### config.mk
export PLATFORM = sky130hd
export DESIGN_NAME = tks_fifo
export DESIGN_NICKNAME = d
export VERILOG_FILES = /design/src/sv/tks_fifo.sv
export SDC_FILE = /design/constraint.sdc
export NUM_CORES = 1
export LEC_CHECK = 0
export BUFFER_PORTS_ARGS = -buffer_cell sky130_fd_sc_hd__buf_2
export CAP_MARGIN = 25
export CORE_UTILIZATION = 48
export CTS_BUF_LIST = sky130_fd_sc_hd__clkbuf_16
export DETAILED_ROUTE_END_ITERATION = 6
export PLACE_DENSITY = 0.77
export SLEW_MARGIN = 20
export SYNTH_ARGS = -nofsm -noshare
export SYNTH_HDL_FRONTEND = slang
export SYNTH_SLANG_ARGS = --single-unit
### constraint.sdc
create_clock -name clk -period 1.6 [get_ports clk]
set_input_delay 0.16 -clock clk [delete_from_list [all_inputs] [get_ports clk]]
set_output_delay 0.16 -clock clk [all_outputs]
set_load 0.05 [all_outputs]
### src/sv/tks_fifo.sv
module tks_fifo #(
	parameter int W = 8
) (
	input  logic         clk,
	input  logic         arst_n,
	input  logic         push,
	input  logic [W-1:0] push_data,
	output logic         full,
	input  logic         pop,
	output logic [W-1:0] pop_data,
	output logic         empty
);

	logic [W-1:0] mem_q [2];
	logic         wp_q;
	logic         rp_q;
	logic [1:0]   cnt_q;

	assign full     = (cnt_q == 2'd2);
	assign empty    = (cnt_q == 2'd0);
	assign pop_data = mem_q[rp_q];

	always_ff @(posedge clk or negedge arst_n) begin
		if (!arst_n) begin
			wp_q  <= 1'b0;
			rp_q  <= 1'b0;
			cnt_q <= 2'd0;
		end else begin
			if (push) wp_q <= ~wp_q;
			if (pop) rp_q <= ~rp_q;
			if (push && !pop) cnt_q <= cnt_q + 2'd1;
			else if (pop && !push) cnt_q <= cnt_q - 2'd1;
		end
	end

	always_ff @(posedge clk) begin
		if (push) mem_q[wp_q] <= push_data;
	end

endmodule

==> run_results.csv <==
group,metric,value,unit
detailed_routing,dr.first_iter.drc_count,5,
synthesis,yosys_register_bits,20,
global_route,grt_pass1_wl,1759,um
worst_hold_path,worstHoldPathCells,1,
synthesis,number_of_enable_type_register_cells_in_the_synthesized_netlist,16,
die,area_of_the_die,1770,um^2
timing,fin_worst_skew,1.190,ps
synthesis,synth.yosys.seq_area_share,75.32,%
timing,slew_viol_final,0,
timing,setup_repair_after_global_routing_missed_its_margin,"false",
timing,setup-tns-final,0,ps
place,place_congestion,0.6882,
timing,postLayoutSetupSlackWorst,144.6,ps
worst_setup_path,crit_path_cell_trace,"mux2_2 -> buf_2",
worst_setup_path,crit_type,"flop to output port",
global_route,grt.overflow.total,0,
power,powerDensity,2108,nW/um^2
place,place_hpwl,796.4,um
global_route,grt_pass1_vias,406,
synthesis,synth_common_cells,"sky130_fd_sc_hd__edfxtp_1 (16), sky130_fd_sc_hd__mux2_2 (8), sky130_fd_sc_hd__dfrtp_1 (4), sky130_fd_sc_hd__xor2_1 (4), sky130_fd_sc_hd__nor2_1 (2)",
detailed_routing,finalWirelength,1105,um
die,die_width,42.07,um
worst_setup_path,reg2reg_setup_slack,490,ps
detailed_routing,vias_per_cell,4.833,
power,vdd.ir_drop.worst,1.237,mV
power,leakage,0.4156,nW
cts,clk_transition_reported_paths,50,ps
worst_setup_path,timing.critical_path.arrival,1300,ps
worst_setup_path,critical_path.max_stage_delay,480,ps
global_route,globalRouteTotalUtil,14.01,%
worst_setup_path,crit_path_top_delay_cell,"sky130_fd_sc_hd__dfrtp_2",
synthesis,post_synth_num_cell_types,12,
global_route,grt_antenna_before_repair,0,
timing,tightestPinTransition,390.5,ps
synthesis,synthesis.instances,41,
worst_setup_path,worstReg2RegStart,"wp_q",
detailed_routing,route.detailed.wl_per_inst,13.15,um
final_layout,insertedDiodeCount,0,
timing,timing.final.crit_period,1455,ps
detailed_routing,drc,0,
synthesis,synthDominantCellAreaShare,62.34,%
timing,achievable-frequency,687.1,MHz
die,pin_count,22,
worst_setup_path,critPathCaptureType,"output port",
run,timing.max_cap.violations,0,
timing,slew-limit-headroom,73.97,%
synthesis,synth-main-ff-cell,"sky130_fd_sc_hd__edfxtp_1",
cts,clock_latency,240,ps
worst_hold_path,hold_path.class,"input port to flop",
run_status,outcome,"finished clean",
worst_setup_path,worst_setup_path_startpoint,"rp_q",
detailed_routing,drt_pre_antenna_iters,4,
timing,timing.final.crit_share,90.96,%
synthesis,yosysMostFrequentCell,"sky130_fd_sc_hd__edfxtp_1",
die,total_core_area,1506,um^2
timing,setup-violations-final,0,
cts,cts.repair_timing.setup_buffer_count,0,
cts,htreeDepth,1,
final_layout,finalNetCount,82,
synthesis,synth_top_area_cell,"sky130_fd_sc_hd__edfxtp_1",
timing,hold_viol,0,
cts,cts-buffers-inserted,3,
worst_setup_path,critical_path_required,1440,ps
worst_setup_path,element_type_at_the_critical_path_start,"flop",
synthesis,mappedNetlistNets,54,
die,start_util,51.16,%
global_route,grt_start_max_net_pins,12,
worst_hold_path,min_delay_worst_endpoint,"mem_q[0][4]",
detailed_routing,num_vias,406,
cts,cts_max_path_buffers,2,
final_layout,syn2layout_area_growth,28.41,%
synthesis,synthesis.yosys.warnings,0,
worst_setup_path,timing.critical_path.fanout_max,9,
place,buffer_ports.inserted,21,
die,die_height,42.07,um
synthesis,synthArstFlopShare,20.00,%
worst_setup_path,worst_r2r_endpoint,"mem_q[1][6]",
worst_setup_path,rr_worst_depth,1,
synthesis,syn_avg_cell_area,18.80,um^2
place,dpl_worst_slack,303.2,ps
synthesis,mappedNetlistArea,770.7,um^2
final_layout,drive_above_1_share,52.94,%
detailed_routing,route.antenna.remaining_nets,0,
cts,clockRootBuffer,"sky130_fd_sc_hd__clkbuf_16",
cts,cts_sinks,20,
synthesis,synth.top_cells.by_area,"sky130_fd_sc_hd__edfxtp_1 (62%), sky130_fd_sc_hd__dfrtp_1 (13%), sky130_fd_sc_hd__mux2_2 (12%)",
die,core.rowCount,14,
cts,cts_tree,"done",
worst_hold_path,hold_path_startpoint,"push_data[4]",
## registers in the layout, summed over array words and instances (netlist names)
signal,flops
rp_q,1
wp_q,1
mem_q,16
cnt_q,2
## critical path: cells and delay by family, from the launching register on
kind	cells	cell delay (ps)
buf+inv	1	210
flops	1	480
mux	1	360
## logic make-up (layout without fill, tap and decap cells)
| family | after synthesis | count (layout) | share of synthesized area, % |
|---|---|---|---|
| buf+inv | 2 | 29 | 1.947 |
| fa+ha+maj | 1 | 1 | 1.623 |
| simple gates | 5 | 5 | 3.735 |
| flops | 20 | 20 | 75.33 |
| xor+xnor | 5 | 5 | 5.682 |
| mux | 8 | 8 | 11.69 |
## report_power, final
| group | internal, mW | switching [mW] | leakage, nW |
|---|---|---|---|
| registers | 0.712 | 0.0999 | 0.196 |
| logic | 0.248 | 0.534 | 0.178 |
| clock network | 0.332 | 0.161 | 0.0423 |
| total | 1.29 | 0.795 | 0.416 |
## cell type report
cell class                      count  area [um^2]
Clock buffer                        3        75.07
Clock inverter                      1        3.754
Fill cell                         128        516.7
Inverter                            1        3.754
Multi-Input combinational cell     19        175.2
Sequential cell                    20        581.8
Tap cell                           16        20.02
Timing Repair Buffer               24        130.1
## worst max-delay path by stage
stage,endpoint,cells after the start,slack (ps)
2_1_floorplan,empty,1,370
3_3_place_gp,pop_data[2],2,320
3_5_place_dp,pop_data[3],2,300
4_1_cts,pop_data[0],2,10
5_1_grt,pop_data[0],2,110
6_report,pop_data[0],2,140
## layout by cell type (no fill, tap or decap), drive strengths merged, types with 2 or more instances in the layout
cell type / synthesis / routed
mux2: 8 / 8
dfrtp: 4 / 4
nor2: 2 / 2
clkbuf: 0 / 3
inv: 1 / 2
edfxtp: 16 / 16
xor2: 4 / 4
buf: 1 / 23
## through the flow
step / hold WS [ps] / total power, mW / cell area (um^2) / util (%) / std cells
floorplan: -135.6 / 1.450 / 770.7 / - / 41
global placement: -29.17 / 1.593 / 899.6 / 59.72 / 79
detailed placement: -25.39 / 1.604 / 899.6 / 59.72 / 79
CTS: 99.75 / 2.107 / 988.4 / 65.61 / 84
global route: 102.7 / 2.173 / 989.7 / 65.70 / 84
finish: 103.8 / 2.087 / 989.7 / 65.70 / 84
## metal layers
layer	up-vias	GRT usage (%)	share of wire [%]	wire length [um]
li1	202	-	-	-
met1	193	16.37	43	472
met2	11	23.44	53	589
met3	0	3.879	4.0	44
met4	0	7.500	0	0
met5	-	0	0	0
## what timing repair did
action	in CTS	in global routing
resized for setup	0	1
hold buffers	1	0
hold endpoints to repair	4	0
endpoints found under the setup margin	0	8
Power figures use the tool's default switching activity.
