--- src/sv/tks_pkg.sv ---
package tks_pkg;

	localparam int SCORE_W  = 19;
	localparam int MIN_W    = 17;
	localparam int MAXE_W   = 5;
	localparam int CFG_W    = 17;
	localparam int STATUS_W = 4;

	localparam logic [MIN_W-1:0]  MIN_SCORE_RST   = 17'd25600;
	localparam logic [MAXE_W-1:0] MAX_ENTRIES_RST = 5'd4;

	// Configuration register indexes.
	localparam logic CFG_MIN_SCORE   = 1'b0;
	localparam logic CFG_MAX_ENTRIES = 1'b1;

	// Input operation codes.
	localparam logic [1:0] OP_OFFER = 2'd0;
	localparam logic [1:0] OP_DUMP  = 2'd1;
	localparam logic [1:0] OP_CLEAR = 2'd2;

	// Command kinds passed from the front end to the table engine.
	typedef enum logic [1:0] {
		K_OFFER = 2'd0,
		K_LOW   = 2'd1,
		K_DUMP  = 2'd2,
		K_CLEAR = 2'd3
	} kind_t;

	typedef enum logic [STATUS_W-1:0] {
		ST_LOW        = 4'd0,
		ST_SUPPRESSED = 4'd1,
		ST_APPENDED   = 4'd2,
		ST_REPL_WORST = 4'd3,
		ST_FULL       = 4'd4,
		ST_REPL_ONE   = 4'd5,
		ST_MERGED     = 4'd6,
		ST_ENTRY      = 4'd7,
		ST_CLEARED    = 4'd8
	} status_t;

endpackage

--- src/sv/tks_front.sv ---
module tks_front #(
	parameter int COORD_BITS = 10
) (
	input  logic                                 in_valid,
	output logic                                 in_ready,
	input  logic [1:0]                           op,
	input  logic signed [tks_pkg::SCORE_W-1:0]   cand_score,
	input  logic [COORD_BITS-1:0]                rect_x,
	input  logic [COORD_BITS-1:0]                rect_y,
	input  logic [COORD_BITS:0]                  rect_w,
	input  logic [COORD_BITS:0]                  rect_h,
	input  logic [tks_pkg::MIN_W-1:0]            min_score,
	input  logic                                 full,
	output logic                                 push,
	output logic [2+tks_pkg::SCORE_W+4*COORD_BITS+2-1:0] push_data
);

	tks_pkg::kind_t kind;
	logic           keep;
	logic           low;

	// The threshold is unsigned, so compare with two zero bits prepended.
	assign low = (cand_score < $signed({2'b00, min_score}));

	always_comb begin
		kind = tks_pkg::K_OFFER;
		keep = 1'b1;
		unique case (op)
			tks_pkg::OP_OFFER: kind = low ? tks_pkg::K_LOW : tks_pkg::K_OFFER;
			tks_pkg::OP_DUMP:  kind = tks_pkg::K_DUMP;
			tks_pkg::OP_CLEAR: kind = tks_pkg::K_CLEAR;
			default:           keep = 1'b0;
		endcase
	end

	// Unused op codes are taken and dropped without entering the queue.
	assign in_ready  = !full;
	assign push      = in_valid && !full && keep;
	assign push_data = {kind, cand_score, rect_x, rect_y, rect_w, rect_h};

endmodule

--- config.mk ---
export PLATFORM = sky130hd
export DESIGN_NAME = tks_front
export DESIGN_NICKNAME = d
export VERILOG_FILES = /design/src/sv/tks_pkg.sv /design/src/sv/tks_front.sv
export SDC_FILE = /design/constraint.sdc
export NUM_CORES = 1
export LEC_CHECK = 0
export BUFFER_PORTS_ARGS = -buffer_cell sky130_fd_sc_hd__buf_4
export CORE_MARGIN = 3
export CORE_UTILIZATION = 31
export DETAILED_ROUTE_END_ITERATION = 12
export PLACE_DENSITY = 0.95
export SETUP_SLACK_MARGIN = 0.5
export SLEW_MARGIN = 20
export SYNTH_ARGS = -nofsm -noshare
export SYNTH_HDL_FRONTEND = slang
export SYNTH_SLANG_ARGS = --single-unit
--- constraint.sdc ---
create_clock -name vclk -period 4.1
set_clock_uncertainty 0.1 [all_clocks]
set_input_delay 1.23 -clock vclk [all_inputs]
set_output_delay 1.23 -clock vclk [all_outputs]
set_load 0.02 [all_outputs]
==> results of run 1 <==
-- stage by stage --
step                setup WS, ps  instance area [µm²]  std cells
finish                     60.66                 1067        164
global route              -53.65                 1067        164
CTS                        32.72                 1060        164
detailed placement         34.08                 1056        164
global placement           87.65                 1056        164
floorplan                  348.8                 1002        131
-- cells in the final DEF (no fill, tap or decap) --
| master | n |
|---|---|
| inv_1 | 18 |
| a21oi_1 | 6 |
| buf_4 | 61 |
| ha_1 | 16 |
| o21ai_0 | 3 |
| nand4_1 | 4 |
| nor4_2 | 1 |
| buf_8 | 1 |
| a2111oi_4 | 1 |
| ha_4 | 1 |
| o21ai_1 | 1 |
| a21oi_2 | 1 |
| nor2_1 | 4 |
| inv_12 | 1 |
| nor2b_1 | 1 |
| a21o_1 | 1 |
| buf_6 | 1 |
| or2_2 | 1 |
| ha_2 | 1 |
| a221oi_4 | 1 |
| nand2_1 | 6 |
| nand3_1 | 1 |
| nor3b_1 | 1 |
-- kinds of logic after synthesis --
logic type,Yosys count
AOI/OAI and AO/OA,14
and+or+nand+nor,19
buffers and inverters,80
adders and majority gates,18
-- repair_timing --
item,in CTS,in global routing
gates resized for setup,1,2
pin swaps,0,1
endpoints found under the setup margin,1,1
-- cells in the mapped netlist --
| library cell | instances |
|---|---|
| a2111oi_2 | 1 |
| a21o_1 | 1 |
| a21oi_1 | 6 |
| a21oi_2 | 1 |
| a221oi_2 | 1 |
| buf_4 | 61 |
| ha_1 | 18 |
| inv_1 | 19 |
| nand2_1 | 6 |
| nand3_1 | 1 |
| nand4_1 | 4 |
| nor2_1 | 4 |
| nor2b_1 | 1 |
| nor3b_1 | 1 |
| nor4_2 | 1 |
| o21ai_0 | 3 |
| o21ai_1 | 1 |
| or2_2 | 1 |
-- layout make-up --
| type | instances | area share, % |
|---|---|---|
| inverters | 19 | 7.855 |
| multi-input cells | 51 | 43.14 |
| well taps | 31 | 3.634 |
| repair buffers | 63 | 45.37 |
-- report_power, final --
part	leakage (nW)	switching [mW]	total [mW]	internal, mW
Clock	0	0	0	0
Sequential	0	0	0	0
Combinational	0.607	0.0546	0.116	0.0618
Total	0.607	0.0546	0.116	0.0618
-- worst max-delay path by stage --
stage	end	from
final	push_data[61]	min_score[16]
after global routing	push_data[61]	min_score[16]
after detailed placement	push_data[61]	min_score[16]
after CTS	push_data[61]	min_score[16]
after global placement	push_data[61]	min_score[16]
after floorplan	push_data[61]	min_score[16]
-- critical path: stages --
cell and delay [ps]:
buf_8 90, inv_12 30, ha_4 240, a2111oi_4 280, o21ai_1 130, a21oi_2 120
nand4_1 150, a221oi_4 290, buf_6 150
-- layer usage --
layer / global-route usage, % / up-vias
li1: - / 366
met1: 9.317 / 321
met3: 1.258 / 12
met2: 16.16 / 52
met4: 3.636 / 0
met5: 0 / -
==> results by group, run 1 <==
Layout
  – Clock buffer cells: 0
  – Area of the multi-input gates: about 460 µm²
  – Ant. Diodes: 0
  – Fin nets: about 240
  – Final core area utilization: a little under two fifths
  – Register area: 0 µm²
  – P&R area growth vs syn: 12.24%
  – FILL cells: between 300 and 400
  – Flip-flop and latch count: 0
  – Layout cells sized above 1: 53.38%

Drt
  – WL final: approximately 1900 µm
  – Via density: 4.579
  – Initial drt markers: 5
  – Met3 wire len: 274 µm
  – Post-DRT Antenna Nets: 0
  – Vias: roughly 750
  – DRT Pass-1 Iters: 4
  – Drt wl/cell: about 12 µm
  – Wire length on met2: 952 µm
  – Remaining routing DRC violations: 0
  – Metal-1 WL: roughly 640 µm
  – Max layer used: met4

STA
  – Unrepaired setup endpoints after global routing: yes
  – Slew @ Worst Pin: 255.9 ps
  – Hold slack: approximately 2400 ps
  – Slew margin rel.: slightly above 80%
  – Fin. Hold Viols: 0
  – F_max: 0.2476 GHz
  – Tcrit/Tclk final: between 90% and 100%
  – Slew Viols, Final: 0
  – Fin Setup TNS: 0 ps
  – Setup violators final: 0
  – Minimum clock period after layout: approximately 4000 ps

Pwr
  – Leakage: ~0.61 nW
  – Peak VDD IR: 0.00004281 V
  – Power density over the cells: 109.1 nW/µm²
  – Power, Total: roughly 0.12 mW

Clocking
  – Post-cts hold buffer count: 0
  – Setup Fix Bufs, Post-CTS: 0

Synthesis
  – Area leader, netlist: buf_4
  – Yosys top cell area share: about half
  – Ys Warns: 0
  – Cell variety after synth: 18
  – Post-synthesis average cell area: 7.259 µm²
  – Mux cell area share after synthesis: 0%
  – Synth Area in Simple Gates: 10.53%
  – Largest family of logic cells by synthesized area: buffers and inverters
  – Ranking of synthesized cells by area: buf_4 48%, ha_1 24%, inv_1 7.5%, a21oi_1 3.2%, nand4_1 2.6%
  – Synthesized Nets: 231
  – Synth Area in XOR/XNOR: 0%
  – Synth Area in Compound Gates: 10.13%
  – Post-Synthesis Cells: approximately 130
  – Adder-Cell Fraction of Synth Area: a little under a quarter
  – Mapped Area: around 950 µm²
  – Seq/Total Area, Yosys: 0%

Placement
  – Post-DP HPWL: between 1500 and 2000 µm
  – GP Congestion: 0.6446
  – IO Port Bufs: 63

Critical path
  – Worst EP required: approximately 2800 ps
  – Crit Path Class: in2out
  – Crit start category: primary input
  – CP max FO: 3
  – Crit path DAT: 2710 ps
  – Crit end category: output pin

Min path
  – Worst hold path depth: 0
  – WHS Endpoint: push_data[11]
  – Min-delay src: rect_w[0]
  – Worst Hold Class: in2out

Run
  – MaxCap Viol Count: 0

Global route
  – Largest net degree at the start of global routing: 6
  – Gr usage total: approximately 8.5%
  – Total gr overflow: 0
  – Initial antenna violation count: 0
  – Vias in the first global route: approximately 630
  – First-pass GRT wire length: roughly 2600 µm

Die
  – Die span in y: approximately 60 µm
  – IO Pins: 147
  – Initial core utilization: roughly 34%
  – Row cnt: 19
  – Core Region: approximately 2800 µm²
  – DIE WIDTH: 61.39 µm
  – Die Area: 3768 µm²

Run status
  – Status: complete, no violations
No activity file was read; power rests on OpenSTA's default activity.
==> run 2: changes to the inputs <==
clock period = 4 ns   (was 4.1 ns; I/O delays follow)
==> results by group, run 2 (synthesis results as in run 1) <==
Run status
  – Status: complete, no violations

Critical path
  – Bufs and invs on worst path: 3
  – Crit Path Class: in2out
  – CP max FO: 3
  – Critical path's top delay family: compound AO/OA/AOI/OAI gates
  – Slowest-stage cell, CP: a2111oi_4
  – Slowest stage delay, CP: around 280 ps
  – Crit path DAT: roughly 2700 ps
  – Crit end category: output pin
  – Worst path cell trace: buf_8 > inv_12 > ha_4 > a2111oi_4 > o21ai_1 > a21oi_2 > nand4_1 > a221oi_4 > buf_6
  – Worst EP required: around 2700 ps
  – Crit start category: primary input

Drt
  – Drt wl/cell: 11.80 µm
  – Initial drt markers: 5
  – DRT Pass-1 Iters: 4
  – Remaining routing DRC violations: 0
  – WL final: ~1900 µm
  – Vias: roughly 750
  – Post-DRT Antenna Nets: 0
  – Via density: 4.579

Global route
  – Vias in the first global route: 634
  – Gr usage total: 8.575%
  – Total gr overflow: 0
  – First-pass GRT wire length: ~2600 µm
  – Initial antenna violation count: 0
  – Largest net degree at the start of global routing: 6

STA
  – Fin. Hold Viols: 0
  – Slew @ Worst Pin: 255.9 ps
  – Tcrit/Tclk final: between 90% and 100%
  – Slew Viols, Final: 0
  – F_max: around 0.25 GHz
  – Unrepaired setup endpoints after global routing: yes
  – Slew margin rel.: between 80 and 90%
  – Fin Setup TNS: 0 ps
  – Minimum clock period after layout: 3946 ps
  – Worst setup margin: 53.96 ps
  – Setup violators final: 0

Placement
  – Placed inst area: ~1100 µm²
  – DP Cell Count: about 160
  – IO Port Bufs: 63
  – Post-Place Worst Slack: -5.919 ps
  – Post-DP HPWL: approximately 1800 µm
  – GP Congestion: ~0.64

Layout
  – Cell area after layout: around 1100 µm²
  – P&R area growth vs syn: 12.24%
  – Final core area utilization: approximately 38%
  – Layout cells sized above 1: between 50% and 60%
  – Flip-flop and latch count: 0
  – Clock buffer cells: 0
  – Layout Cells excl Fill: roughly 160
  – Commonest non-fill, non-tap cell in the layout: buf_4
  – Area of the multi-input gates: about 460 µm²
  – Ant. Diodes: 0
  – FILL cells: between 300 and 400
  – Fin nets: between 200 and 250
  – Register area: 0 µm²
  – Most frequent cells in the layout: 61 x buf_4, 18 x inv_1, 16 x ha_1

Die
  – DIE WIDTH: around 61 µm
  – Row cnt: 19
  – Initial core utilization: between 30% and 40%
  – IO Pins: between 100 and 150
  – Core Region: 2829 µm²
  – Die span in y: about 60 µm
  – Die Area: 3768 µm²

Min path
  – WHS Endpoint: push_data[11]
  – Worst Hold Class: in2out
  – Worst hold path depth: 0
  – Min-delay src: rect_w[0]

Clocking
  – Post-cts hold buffer count: 0

Pwr
  – Peak VDD IR: 0.00004417 V
  – Leakage: a little over 0.6 nW
  – Power density over the cells: around 110 nW/µm²

Run
  – MaxCap Viol Count: 0
==> run 2: cell type report <==
type                            count  share of cell area [%]
Multi-Input combinational cell     51                   43.14
Timing Repair Buffer               63                   45.37
Inverter                           19                   7.855
Tap cell                           31                   3.634
==> run 2: where the power goes <==
part / total (mW) / internal [mW] / switching, mW
clock: 0 / 0 / 0
sequential: 0 / 0 / 0
combinational: 0.119 / 0.0634 / 0.0560
==> run 2: what timing repair did <==
item / 4_1_cts / 5_1_grt
setup endpoints to repair: 1 / 1
resized for setup: 3 / 0
cloned: 0 / 0
buffers inserted: 0 / 0
==> run 2: worst max-delay path by stage <==
stage	cells after the start	startpoint	end	slack [ps]
floorplan	7	min_score[16]	push_data[61]	310
global placement	9	min_score[16]	push_data[61]	50
detailed placement	9	min_score[16]	push_data[61]	-6
CTS	9	min_score[16]	push_data[61]	30
global route	9	min_score[16]	push_data[61]	-60
finish	9	min_score[16]	push_data[61]	50
==> run 2: stage by stage <==
| step | total power, mW | hold WS [ps] |
|---|---|---|
| final | 0.1194 | 2300 |
| after global routing | 0.1328 | 2300 |
| after CTS | 0.1218 | 2300 |
| after detailed placement | 0.1199 | 2300 |
| after global placement | 0.1172 | 2300 |
| after floorplan | 0.1313 | 2362 |
==> run 2: per-layer routing <==
layer / routed length (µm) / up-vias / global-route usage, %
li1: - / 366 / -
met1: 642 / 321 / 9.441
met2: 952 / 52 / 16.16
met3: 274 / 12 / 1.258
met4: 65 / 0 / 3.636
met5: 0 / - / 0
==> run 3: changes to the inputs <==
CORE_UTILIZATION = 33   (was 31)
clock period = 4.85 ns   (was 4 ns; I/O delays follow)
==> results by group, run 3 (synthesis results as in run 1) <==
STA
  – Minimum clock period after layout: between 4000 and 5000 ps
  – Setup violators final: 0
  – F_max: about 0.22 GHz
  – Slew margin rel.: between 80% and 90%
  – Fin Setup TNS: 0 ps
  – Slew @ Worst Pin: approximately 270 ps
  – Fin. Hold Viols: 0
  – Unrepaired setup endpoints after global routing: yes
  – Slew Viols, Final: 0
  – Tcrit/Tclk final: approximately 92%

Pwr
  – Power, Total: 0.09895 mW
  – Switching power: roughly 0.047 mW
  – Int Power: 0.05237 mW
  – Clk network pwr share: 0%
  – Peak VDD IR: 0.00006199 V
  – Flop pwr share: 0%
  – Switching Share: 47.07%
  – Leakage: 0.6041 nW
  – Logic pwr share: between 90% and 100%
  – Power density over the cells: between 90 and 100 nW/µm²

Global route
  – Largest net degree at the start of global routing: 6
  – Initial antenna violation count: 0
  – First-pass GRT wire length: ~2900 µm
  – Vias in the first global route: just over 700
  – Gr usage total: between 10% and 20%
  – Total gr overflow: 0

Critical path
  – Crit start category: primary input
  – CP max FO: 3
  – Crit path DAT: ~2900 ps
  – Crit Path Class: in2out
  – Crit end category: output pin
  – Worst EP required: ~3300 ps

Min path
  – Min-delay src: rect_w[3]
  – Worst hold path depth: 0
  – Worst Hold Class: in2out
  – WHS Endpoint: push_data[14]

Drt
  – Remaining routing DRC violations: 0
  – Post-DRT Antenna Nets: 0
  – Drt wl/cell: ~13 µm
  – Initial drt markers: 4
  – WL final: 2125 µm
  – Vias: 746
  – Via density: 4.577
  – DRT Pass-1 Iters: 2

Placement
  – DP Cell Count: around 160
  – IO Port Bufs: 63
  – Post-DP HPWL: about 1900 µm
  – GP Congestion: about 0.73

Layout
  – Fin nets: roughly 240
  – Flip-flop and latch count: 0
  – Ant. Diodes: 0
  – Most frequent cells in the layout: 61 x buf_4, 18 x inv_1, 16 x ha_1
  – P&R area growth vs syn: 11.71%
  – Commonest non-fill, non-tap cell in the layout: buf_4
  – Final core area utilization: between 40% and 50%
  – Clock buffer cells: 0
  – Register area: 0 µm²
  – FILL cells: between 200 and 300
  – Layout Cells excl Fill: about 160
  – Layout cells sized above 1: a little over half
  – Area of the multi-input gates: between 400 and 500 µm²

Clocking
  – Post-cts hold buffer count: 0
  – Setup Fix Bufs, Post-CTS: 0

Die
  – Die Area: ~3600 µm²
  – Initial core utilization: between 30% and 40%
  – Die span in y: between 50 and 60 µm
  – DIE WIDTH: just under 60 µm
  – Core Region: about 2600 µm²
  – IO Pins: ~150
  – Row cnt: 18

Run status
  – Status: complete, no violations

Run
  – MaxCap Viol Count: 0
[run 3: per-layer routing]
layer	up-vias	GRT usage, %	wire length (µm)
met5	-	0	0
met4	0	3.481	66
met3	10	2.160	289
met2	53	20.99	1150
met1	316	9.524	618
li1	367	-	-
[run 3: layout make-up]
cell class / count / area share, %
inverters: 19 / 6.949
multi-input cells: 51 / 44.29
well taps: 30 / 3.534
repair buffers: 63 / 45.23
[run 3: critical path: stages]
cell and delay [ps]:
buf_6 100, inv_4 50, ha_4 210, a2111oi_4 290, o21ai_1 130, a21oi_2 120
nand4_1 140, a221oi_4 250, buf_6 150
[run 3: power by group through the flow]
stage | sequential, mW | clock [mW] | combinational [mW]
after floorplan | 0 | 0 | 0.106
after CTS | 0 | 0 | 0.100
final | 0 | 0 | 0.0989
after detailed placement | 0 | 0 | 0.0959
after global placement | 0 | 0 | 0.0932
after global routing | 0 | 0 | 0.109
[run 3: worst max-delay path by stage]
stage                        from            end  slack, ps  cells past startpoint
global placement    min_score[16]  push_data[61]        370                      9
finish              min_score[16]  push_data[61]        400                      9
detailed placement  min_score[16]  push_data[61]        260                      9
floorplan           min_score[16]  push_data[61]        560                      7
global route        min_score[16]  push_data[61]        320                      9
CTS                 min_score[16]  push_data[61]        370                      9
[run 3: through the flow]
stage          worst slack [ps]  hold WS (ps)  instance area (µm²)
6_report                  403.9          2810                 1062
5_1_grt                   324.8          2810                 1062
4_1_cts                   368.2          2810                 1062
3_5_place_dp              256.7          2810                 1027
3_3_place_gp              365.1          2810                 1027
2_1_floorplan             560.2          2872                974.7
[run 3: repair_timing]
item | in CTS | in global routing
resized for setup | 7 | 0
endpoints found under the hold margin | 0 | 0
setup endpoints to repair | 1 | 1
cloned | 0 | 0
pin swaps | 3 | 1
