**src/sv/tks_pkg.sv**
```systemverilog
package tks_pkg;

	localparam int SCORE_W  = 19;
	localparam int MIN_W    = 17;
	localparam int MAXE_W   = 5;
	localparam int CFG_W    = 17;
	localparam int STATUS_W = 4;

	localparam logic [MIN_W-1:0]  MIN_SCORE_RST   = 17'd25600;
	localparam logic [MAXE_W-1:0] MAX_ENTRIES_RST = 5'd4;

	// Configuration register indexes.
	localparam logic CFG_MIN_SCORE   = 1'b0;
	localparam logic CFG_MAX_ENTRIES = 1'b1;

	// Input operation codes.
	localparam logic [1:0] OP_OFFER = 2'd0;
	localparam logic [1:0] OP_DUMP  = 2'd1;
	localparam logic [1:0] OP_CLEAR = 2'd2;

	// Command kinds passed from the front end to the table engine.
	typedef enum logic [1:0] {
		K_OFFER = 2'd0,
		K_LOW   = 2'd1,
		K_DUMP  = 2'd2,
		K_CLEAR = 2'd3
	} kind_t;

	typedef enum logic [STATUS_W-1:0] {
		ST_LOW        = 4'd0,
		ST_SUPPRESSED = 4'd1,
		ST_APPENDED   = 4'd2,
		ST_REPL_WORST = 4'd3,
		ST_FULL       = 4'd4,
		ST_REPL_ONE   = 4'd5,
		ST_MERGED     = 4'd6,
		ST_ENTRY      = 4'd7,
		ST_CLEARED    = 4'd8
	} status_t;

endpackage

```
**src/sv/tks_table.sv**
```systemverilog
module tks_table #(
	parameter int CAPACITY   = 16,
	parameter int COORD_BITS = 10
) (
	input  logic                                 clk,
	input  logic                                 arst_n,
	input  logic                                 empty,
	input  logic [2+tks_pkg::SCORE_W+4*COORD_BITS+2-1:0] pop_data,
	output logic                                 pop,
	input  logic [tks_pkg::MAXE_W-1:0]           max_entries,
	output logic                                 out_valid,
	input  logic                                 out_ready,
	output logic [tks_pkg::STATUS_W-1:0]         status,
	output logic signed [tks_pkg::SCORE_W-1:0]   out_score,
	output logic [COORD_BITS-1:0]                out_x,
	output logic [COORD_BITS-1:0]                out_y,
	output logic [COORD_BITS:0]                  out_w,
	output logic [COORD_BITS:0]                  out_h,
	output logic [$clog2(CAPACITY+1)-1:0]        entry_count,
	output logic                                 last
);

	localparam int SW    = tks_pkg::SCORE_W;
	localparam int XW    = COORD_BITS;
	localparam int WW    = COORD_BITS + 1;
	localparam int EW    = COORD_BITS + 2;
	localparam int CMD_W = 2 + SW + 2 * XW + 2 * WW;
	localparam int CNT_W = $clog2(CAPACITY + 1);
	localparam int IDX_W = (CAPACITY > 1) ? $clog2(CAPACITY) : 1;
	localparam int LVL   = IDX_W;
	localparam int P     = 1 << LVL;
	localparam int LVC_W = $clog2(LVL + 1);
	localparam int LIM_W = (CNT_W > tks_pkg::MAXE_W) ? CNT_W : tks_pkg::MAXE_W;

	typedef enum logic [5:0] {
		S_IDLE    = 6'b000001,
		S_CMP     = 6'b000010,
		S_TREE    = 6'b000100,
		S_APPLY   = 6'b001000,
		S_COMPACT = 6'b010000,
		S_DUMP    = 6'b100000
	} state_t;

	state_t state_q, state_n;

	// Entry table
	logic signed [SW-1:0] t_score [CAPACITY];
	logic [XW-1:0]        t_x     [CAPACITY];
	logic [XW-1:0]        t_y     [CAPACITY];
	logic [WW-1:0]        t_w     [CAPACITY];
	logic [WW-1:0]        t_h     [CAPACITY];
	logic [CNT_W-1:0]     count_q, count_n;

	// Command being worked on
	tks_pkg::kind_t       p_kind;
	logic signed [SW-1:0] p_score, c_score_q;
	logic [XW-1:0]        p_x, p_y, c_x_q, c_y_q;
	logic [WW-1:0]        p_w, p_h, c_w_q, c_h_q;

	assign p_h     = pop_data[WW-1:0];
	assign p_w     = pop_data[2*WW-1:WW];
	assign p_y     = pop_data[2*WW+XW-1:2*WW];
	assign p_x     = pop_data[2*WW+2*XW-1:2*WW+XW];
	assign p_score = pop_data[CMD_W-3:CMD_W-2-SW];
	assign p_kind  = tks_pkg::kind_t'(pop_data[CMD_W-1:CMD_W-2]);

	// Lane compare results
	logic [CAPACITY-1:0] live, dom_n, sup_n, dom_q;
	logic                sup_q, none_q, multi_q;
	logic [IDX_W-1:0]    one_idx, one_idx_q;
	logic [EW-1:0]       cand_r, cand_b;

	assign cand_r = {2'b00, c_x_q} + {1'b0, c_w_q};
	assign cand_b = {2'b00, c_y_q} + {1'b0, c_h_q};

	for (genvar i = 0; i < CAPACITY; i++) begin : g_lane
		logic [EW-1:0] tr, tb, rgt, bot;
		logic [XW-1:0] lft, top;
		logic          ovl, lower;
		assign tr    = {2'b00, t_x[i]} + {1'b0, t_w[i]};
		assign tb    = {2'b00, t_y[i]} + {1'b0, t_h[i]};
		assign lft   = (c_x_q > t_x[i]) ? c_x_q : t_x[i];
		assign top   = (c_y_q > t_y[i]) ? c_y_q : t_y[i];
		assign rgt   = (cand_r < tr) ? cand_r : tr;
		assign bot   = (cand_b < tb) ? cand_b : tb;
		assign ovl   = (rgt > {2'b00, lft}) && (bot > {2'b00, top});
		assign lower = (t_score[i] < c_score_q);
		assign live[i]  = (CNT_W'(i) < count_q);
		assign dom_n[i] = live[i] && ovl && lower;
		assign sup_n[i] = live[i] && ovl && !lower;
	end

	always_comb begin
		one_idx = '0;
		for (int i = 0; i < CAPACITY; i++) begin
			if (dom_n[i]) one_idx = one_idx | IDX_W'(i);
		end
	end

	// Minimum-score tree, one level per cycle
	logic signed [SW-1:0] tr_score [P];
	logic [IDX_W-1:0]     tr_idx   [P];
	logic [P-1:0]         tr_ok;
	logic [LVC_W-1:0]     lvl_q;

	// Room and limit
	logic [LIM_W-1:0] lim;
	logic             room;

	assign lim  = (LIM_W'(max_entries) > LIM_W'(CAPACITY)) ? LIM_W'(CAPACITY)
	                                                       : LIM_W'(max_entries);
	assign room = (LIM_W'(count_q) < lim);

	// Read port and scan pointers
	logic [CNT_W-1:0]     rd_q, rd_n, wr_q, wr_n;
	logic [IDX_W-1:0]     rd_idx;
	logic signed [SW-1:0] r_score;
	logic [XW-1:0]        r_x, r_y;
	logic [WW-1:0]        r_w, r_h;

	assign rd_idx  = rd_q[IDX_W-1:0];
	assign r_score = t_score[rd_idx];
	assign r_x     = t_x[rd_idx];
	assign r_y     = t_y[rd_idx];
	assign r_w     = t_w[rd_idx];
	assign r_h     = t_h[rd_idx];

	// Control decisions
	logic              out_free;
	logic              emit, e_dump, e_last;
	tks_pkg::status_t  e_status;
	logic [CNT_W-1:0]  e_count;
	logic              we, w_cand;
	logic [IDX_W-1:0]  w_idx;

	assign out_free = !out_valid || out_ready;

	always_comb begin
		state_n  = state_q;
		count_n  = count_q;
		rd_n     = rd_q;
		wr_n     = wr_q;
		pop      = 1'b0;
		emit     = 1'b0;
		e_dump   = 1'b0;
		e_last   = 1'b1;
		e_status = tks_pkg::ST_LOW;
		e_count  = count_q;
		we       = 1'b0;
		w_cand   = 1'b1;
		w_idx    = count_q[IDX_W-1:0];
		unique case (state_q)
			S_IDLE: begin
				if (!empty) begin
					unique case (p_kind)
						tks_pkg::K_OFFER: begin
							pop     = 1'b1;
							state_n = S_CMP;
						end
						tks_pkg::K_LOW: begin
							if (out_free) begin
								pop  = 1'b1;
								emit = 1'b1;
							end
						end
						tks_pkg::K_CLEAR: begin
							if (out_free) begin
								pop      = 1'b1;
								emit     = 1'b1;
								e_status = tks_pkg::ST_CLEARED;
								e_count  = '0;
								count_n  = '0;
							end
						end
						tks_pkg::K_DUMP: begin
							pop  = 1'b1;
							rd_n = '0;
							if (count_q != '0) state_n = S_DUMP;
						end
						default: ;
					endcase
				end
			end
			S_CMP: begin
				if ((dom_n == '0) && (sup_n == '0) && !room) state_n = S_TREE;
				else state_n = S_APPLY;
			end
			S_TREE: begin
				if (lvl_q == LVC_W'(LVL - 1)) state_n = S_APPLY;
			end
			S_APPLY: begin
				if (out_free) begin
					emit    = 1'b1;
					state_n = S_IDLE;
					if (sup_q) begin
						e_status = tks_pkg::ST_SUPPRESSED;
					end else if (none_q) begin
						if (room) begin
							we       = 1'b1;
							count_n  = count_q + 1'b1;
							e_count  = count_q + 1'b1;
							e_status = tks_pkg::ST_APPENDED;
						end else if (tr_ok[0] && (tr_score[0] < c_score_q)) begin
							we       = 1'b1;
							w_idx    = tr_idx[0];
							e_status = tks_pkg::ST_REPL_WORST;
						end else begin
							e_status = tks_pkg::ST_FULL;
						end
					end else if (!multi_q) begin
						we       = 1'b1;
						w_idx    = one_idx_q;
						e_status = tks_pkg::ST_REPL_ONE;
					end else begin
						emit    = 1'b0;
						rd_n    = '0;
						wr_n    = '0;
						state_n = S_COMPACT;
					end
				end
			end
			S_COMPACT: begin
				w_idx = wr_q[IDX_W-1:0];
				if (rd_q != count_q) begin
					rd_n = rd_q + 1'b1;
					if (!dom_q[rd_idx]) begin
						we     = 1'b1;
						w_cand = 1'b0;
						wr_n   = wr_q + 1'b1;
					end
				end else if (out_free) begin
					we       = 1'b1;
					count_n  = wr_q + 1'b1;
					e_count  = wr_q + 1'b1;
					emit     = 1'b1;
					e_status = tks_pkg::ST_MERGED;
					state_n  = S_IDLE;
				end
			end
			S_DUMP: begin
				if (out_free) begin
					emit     = 1'b1;
					e_dump   = 1'b1;
					e_status = tks_pkg::ST_ENTRY;
					e_last   = ((rd_q + 1'b1) == count_q);
					rd_n     = rd_q + 1'b1;
					if (e_last) state_n = S_IDLE;
				end
			end
			default: state_n = S_IDLE;
		endcase
	end

	always_ff @(posedge clk or negedge arst_n) begin
		if (!arst_n) begin
			state_q <= S_IDLE;
			count_q <= '0;
			rd_q    <= '0;
			wr_q    <= '0;
			lvl_q   <= '0;
		end else begin
			state_q <= state_n;
			count_q <= count_n;
			rd_q    <= rd_n;
			wr_q    <= wr_n;
			if (state_q == S_TREE) lvl_q <= lvl_q + 1'b1;
			else lvl_q <= '0;
		end
	end

	always_ff @(posedge clk) begin
		if (pop) begin
			c_score_q <= p_score;
			c_x_q     <= p_x;
			c_y_q     <= p_y;
			c_w_q     <= p_w;
			c_h_q     <= p_h;
		end
		if (state_q == S_CMP) begin
			dom_q     <= dom_n;
			sup_q     <= |sup_n;
			none_q    <= (dom_n == '0);
			multi_q   <= |(dom_n & (dom_n - 1'b1));
			one_idx_q <= one_idx;
			for (int k = 0; k < CAPACITY; k++) begin
				tr_score[k] <= t_score[k];
				tr_idx[k]   <= IDX_W'(k);
				tr_ok[k]    <= live[k];
			end
			for (int k = CAPACITY; k < P; k++) begin
				tr_ok[k] <= 1'b0;
			end
		end else if (state_q == S_TREE) begin
			// Left wins a tie, so the earliest lowest entry survives.
			for (int k = 0; k < P / 2; k++) begin
				if (tr_ok[2*k] && (!tr_ok[2*k+1] || (tr_score[2*k] <= tr_score[2*k+1]))) begin
					tr_score[k] <= tr_score[2*k];
					tr_idx[k]   <= tr_idx[2*k];
					tr_ok[k]    <= 1'b1;
				end else begin
					tr_score[k] <= tr_score[2*k+1];
					tr_idx[k]   <= tr_idx[2*k+1];
					tr_ok[k]    <= tr_ok[2*k+1];
				end
			end
		end
		if (we) begin
			t_score[w_idx] <= w_cand ? c_score_q : r_score;
			t_x[w_idx]     <= w_cand ? c_x_q : r_x;
			t_y[w_idx]     <= w_cand ? c_y_q : r_y;
			t_w[w_idx]     <= w_cand ? c_w_q : r_w;
			t_h[w_idx]     <= w_cand ? c_h_q : r_h;
		end
	end

	// Output register
	logic                 out_valid_q;
	tks_pkg::status_t     status_q;
	logic signed [SW-1:0] o_score_q;
	logic [XW-1:0]        o_x_q, o_y_q;
	logic [WW-1:0]        o_w_q, o_h_q;
	logic [CNT_W-1:0]     o_count_q;
	logic                 o_last_q;

	always_ff @(posedge clk or negedge arst_n) begin
		if (!arst_n) begin
			out_valid_q <= 1'b0;
		end else if (emit) begin
			out_valid_q <= 1'b1;
		end else if (out_ready) begin
			out_valid_q <= 1'b0;
		end
	end

	always_ff @(posedge clk) begin
		if (emit) begin
			status_q  <= e_status;
			o_score_q <= e_dump ? r_score : '0;
			o_x_q     <= e_dump ? r_x : '0;
			o_y_q     <= e_dump ? r_y : '0;
			o_w_q     <= e_dump ? r_w : '0;
			o_h_q     <= e_dump ? r_h : '0;
			o_count_q <= e_count;
			o_last_q  <= e_last;
		end
	end

	assign out_valid   = out_valid_q;
	assign status      = status_q;
	assign out_score   = o_score_q;
	assign out_x       = o_x_q;
	assign out_y       = o_y_q;
	assign out_w       = o_w_q;
	assign out_h       = o_h_q;
	assign entry_count = o_count_q;
	assign last        = o_last_q;

endmodule

```
**config.mk**
```make
export PLATFORM = sky130hd
export DESIGN_NAME = tks_table
export DESIGN_NICKNAME = d
export VERILOG_FILES = /design/src/sv/tks_pkg.sv /design/src/sv/tks_table.sv
export SDC_FILE = /design/constraint.sdc
export NUM_CORES = 2
export LEC_CHECK = 0
export BUFFER_PORTS_ARGS = -buffer_cell sky130_fd_sc_hd__buf_4
export CELL_PAD_IN_SITES_DETAIL_PLACEMENT = 0
export CELL_PAD_IN_SITES_GLOBAL_PLACEMENT = 1
export CORE_MARGIN = 2
export CORE_UTILIZATION = 53
export DETAILED_ROUTE_END_ITERATION = 10
export PLACE_DENSITY = 0.83
export SLEW_MARGIN = 0
export SYNTH_ARGS = -nofsm -noshare
export SYNTH_HDL_FRONTEND = slang
export SYNTH_SLANG_ARGS = --single-unit
```
**constraint.sdc**
```tcl
create_clock -name clk -period 8.2 [get_ports clk]
set_input_delay 0.41 -clock clk [delete_from_list [all_inputs] [get_ports clk]]
set_output_delay 0.41 -clock clk [all_outputs]
set_load 0.03 [all_outputs]
```
==> flow_summary.ini <==
[detailed_routing]
drtPass1Iterations = 8
vias = 94600
drt_wl_total_microns = 455000
remaining_drc_errors = 0
viasPerCell = 6.83
first_iter_violations = 11100
wl_per_cell_microns = 32.9
ant_nets = 0

[cells_and_area]
finalNonFillerCells = 13800
final_nets = 12700
ff_latch_area_sq_um = 44800
final_util = 0.592
multi_input_area_sq_um = 67900
area_delta_synth_final_pct = 10.8
drive_gt1_frac = 0.109
fillCellCount = 17700

[power_and_ir_drop]
power_frac_clock = 0.189
cellPowerDensity_nw_per_um2 = 325
p_seq_frac = 0.240
switching_share = 0.460
power.total_mw = 41.8
p_int_mw = 22.6
comb_power_share = 0.571
leakagePower_nw = 54.0
max-vdd-ir-drop_mv = 0.490
p_switching_mw = 19.2

[global_route]
grt_pass1_wl_microns = 640000
grt.total_usage = 0.400
grt_max_degree = 165
overflow = 0
grt_pass1_vias = 91200
antenna_found_initial = 37

[placement]
dpl.hpwl_microns = 342000
post-place-cells = 13400
gp_congestion = 1.02
port_buffers = 144

[setup_path]
critPathMaxStageDelay_ns = 0.56
crit_buf_inv = 2
cp_common_cell = a21oi_1
cp_slowest_cell = o31ai_1
critical_path.top_delay_family = compound AO/OA/AOI/OAI gates
worstSetupEndpointType = register
crit_arrival_ns = 8.63
crit_type = reg -> reg
worstPathRequired_ns = 8.88
path_max_fanout = 16
cp-start-kind = register

[clocking]
cts_root_buf = clkbuf_16
cts_tree = yes
clockBufferDepth = 3
clock_latency_ns = 0.87
cts_max_level = 4
clk_pin_slew_ns = 0.06
cts_made_buffers = 170
clock-sinks = 1497

[die]
core_region_area_sq_um = 217000
die_w_microns = 472
start_util = 0.534
pin_count = 145
fp.dieH_microns = 472
rows = 171
dieArea_sq_um = 223000

[run]
drv_cap = 0

[logic_synthesis]
syn-num-nets = 12400
synth_ff_type = edfxtp_1
ys_ff_latch = 1497
yosysWarningCount = 0
synth.distinct_cells = 97
netlist_area_sq_um = 116000
syn_inst = 10500
syn_area_per_cell_sq_um = 11.1
synthArstFlopShare = 0.0167
ys_seq_area_frac = 0.386
synth-edff-count = 1472

[sta]
tns_ns = 0
fin_skew_ns = 0.0542
setup_viol = 0
slew_violations = 0
min_period_ns = 7.95
slew_headroom = 0.138
holdWs_ns = 0.202
timing.final.crit_share = 0.970
max_freq_ghz = 0.126
hold_viol_final = 0
tightest_slew_ns = 1.28

[run_status]
run_status = finished, final reports clean

[worst_hold_path]
hp-class = in -> reg
[worst paths after layout]
| check | slack, ns | depth (start not counted) | to | from |
|---|---|---|---|---|
| max in group asynchronous | 6.61 | 4 | lvl_q[2]$_DFF_PN0_ | arst_n |
| min in group asynchronous | 0.58 | 3 | wr_q[0]$_DFFE_PN0P_ | arst_n |
| min | 0.20 | 5 | out_valid$_DFFE_PN0P_ | empty |
| max reg2reg | 0.25 | 27 | state_q[3]$_DFFE_PN0P_ | c_x_q[1]$_DFFE_PP_ |
| max | 0.25 | 27 | state_q[3]$_DFFE_PN0P_ | c_x_q[1]$_DFFE_PP_ |
| min reg2reg | 0.43 | 1 | lvl_q[0]$_DFF_PN0_ | lvl_q[0]$_DFF_PN0_ |
[worst register-to-register path, cell delays in order (launching register included)]
cell,delay (ns)
edfxtp_1,0.46
ha_1,0.34
a211oi_1,0.29
o21bai_1,0.12
a21oi_1,0.32
o21bai_1,0.12
a21oi_1,0.33
o21bai_1,0.11
a21oi_1,0.25
xor2_2,0.23
clkinvlp_4,0.22
ha_1,0.27
a2111oi_1,0.54
nand2_1,0.18
o211ai_4,0.50
mux2i_1,0.25
ha_1,0.29
a21o_1,0.21
a2111oi_0,0.42
a21oi_1,0.16
o31ai_1,0.56
buf_4,0.27
nor3_1,0.11
a211oi_1,0.31
nand4b_1,0.23
nor3_2,0.25
and3_1,0.33
o221ai_1,0.14
[final cells by class]
| type | instances | share of cell area |
|---|---|---|
| clock inverter | 113 | 0.00954 |
| tap | 2854 | 0.0278 |
| antenna | 12 | 0.000233 |
| timing repair buffer | 494 | 0.0319 |
| clock buffer | 194 | 0.0341 |
| multi-input combinational | 7981 | 0.527 |
| inverter | 696 | 0.0205 |
| sequential | 1497 | 0.349 |
[synth_stat cells (189+ instances only)]
master	instances	area, sq um
ha_1	1800	22500
edfxtp_1	1472	44200
inv_1	691	2590
a21oi_1	668	3340
nor2_1	639	2400
mux2i_1	602	6030
o21ai_0	589	2950
nand2_1	491	1840
a21o_1	353	2650
mux4_2	310	6980
clkbuf_1	246	923
a211oi_1	239	1790
nand4_1	189	1180
[routing by layer]
metal | share of wire | vias to the layer above | GRT usage
li1 | - | 41200 | -
met1 | 0.38 | 46600 | 0.515
met2 | 0.43 | 5549 | 0.603
met3 | 0.11 | 1244 | 0.0966
met4 | 0.075 | 26 | 0.256
met5 | 0.00034 | - | 0
[layout by cell type (no fill, tap or decap), drive strengths merged, types with 30 or more instances in the layout]
cell type and n:
o21a 176, mux2 61, a211oi 239, o22ai 58, a211o 36, and3 41
a2111oi 32, or3 30, inv 703, nand2b 159, mux2i 602, dlygate4sd3 68
a21o 354, o211ai 50, xor2 158, o21bai 45, nor2 639, fa 34
clkbuf 195, and2 86, clkinv 70, nor2b 162, nand3 181, nor3 176
mux4 310, buf 425, edfxtp 1472, nand4 189, a31oi 45, a21oi 669
ha 1800, xnor2 113, o21ai 601, nand2 491
[repair_timing]
item / CTS / global route
setup buffers: 0 / 5
hold buffers: 68 / 0
gates resized for setup: 1 / 9
hold endpoints to repair: 90 / 0
endpoints found under the setup margin: 1 / 9
[power groups by stage]
stage	Combinational [mW]	Sequential (mW)	Clock, mW
finish	23.9	10.0	7.90
global route	25.6	10.1	8.19
CTS	23.2	10.0	7.92
detailed placement	23.0	10.2	0
global placement	22.4	10.1	0
floorplan	13.7	10.3	0
[cell families (layout without fill, tap and decap cells)]
group | count (synthesis) | in the layout | synth area share
AO/OA/AOI/OAI | 2611 | 2611 | 0.145
XOR/XNOR | 271 | 271 | 0.0204
flip-flops | 1497 | 1497 | 0.386
adder cells (fa/ha/maj) | 1834 | 1834 | 0.200
buffers and inverters | 1029 | 1497 | 0.0333
AND/OR/NAND/NOR | 2292 | 2292 | 0.0971
multiplexers | 973 | 973 | 0.118
other | 0 | 12 | 0
[flip-flops by register name, indices dropped and copies added (netlist names), 6 cells and up]
signal	cells
t_score	304
tr_score	304
t_h	176
t_w	176
t_x	160
t_y	160
tr_idx	21
c_score_q	19
out_score	19
dom_q	16
tr_ok	16
c_h_q	11
c_w_q	11
out_h	11
out_w	11
c_x_q	10
c_y_q	10
out_x	10
out_y	10
state_q	6
[per-stage QoR]
stage               worst slack (ns)  cell area (sq um)
floorplan                      0.913             116000
global placement               0.203             122000
detailed placement            0.0139             122000
CTS                            0.105             129000
global route                -0.00538             129000
finish                         0.248             129000
(Power assumes the default switching activity.)
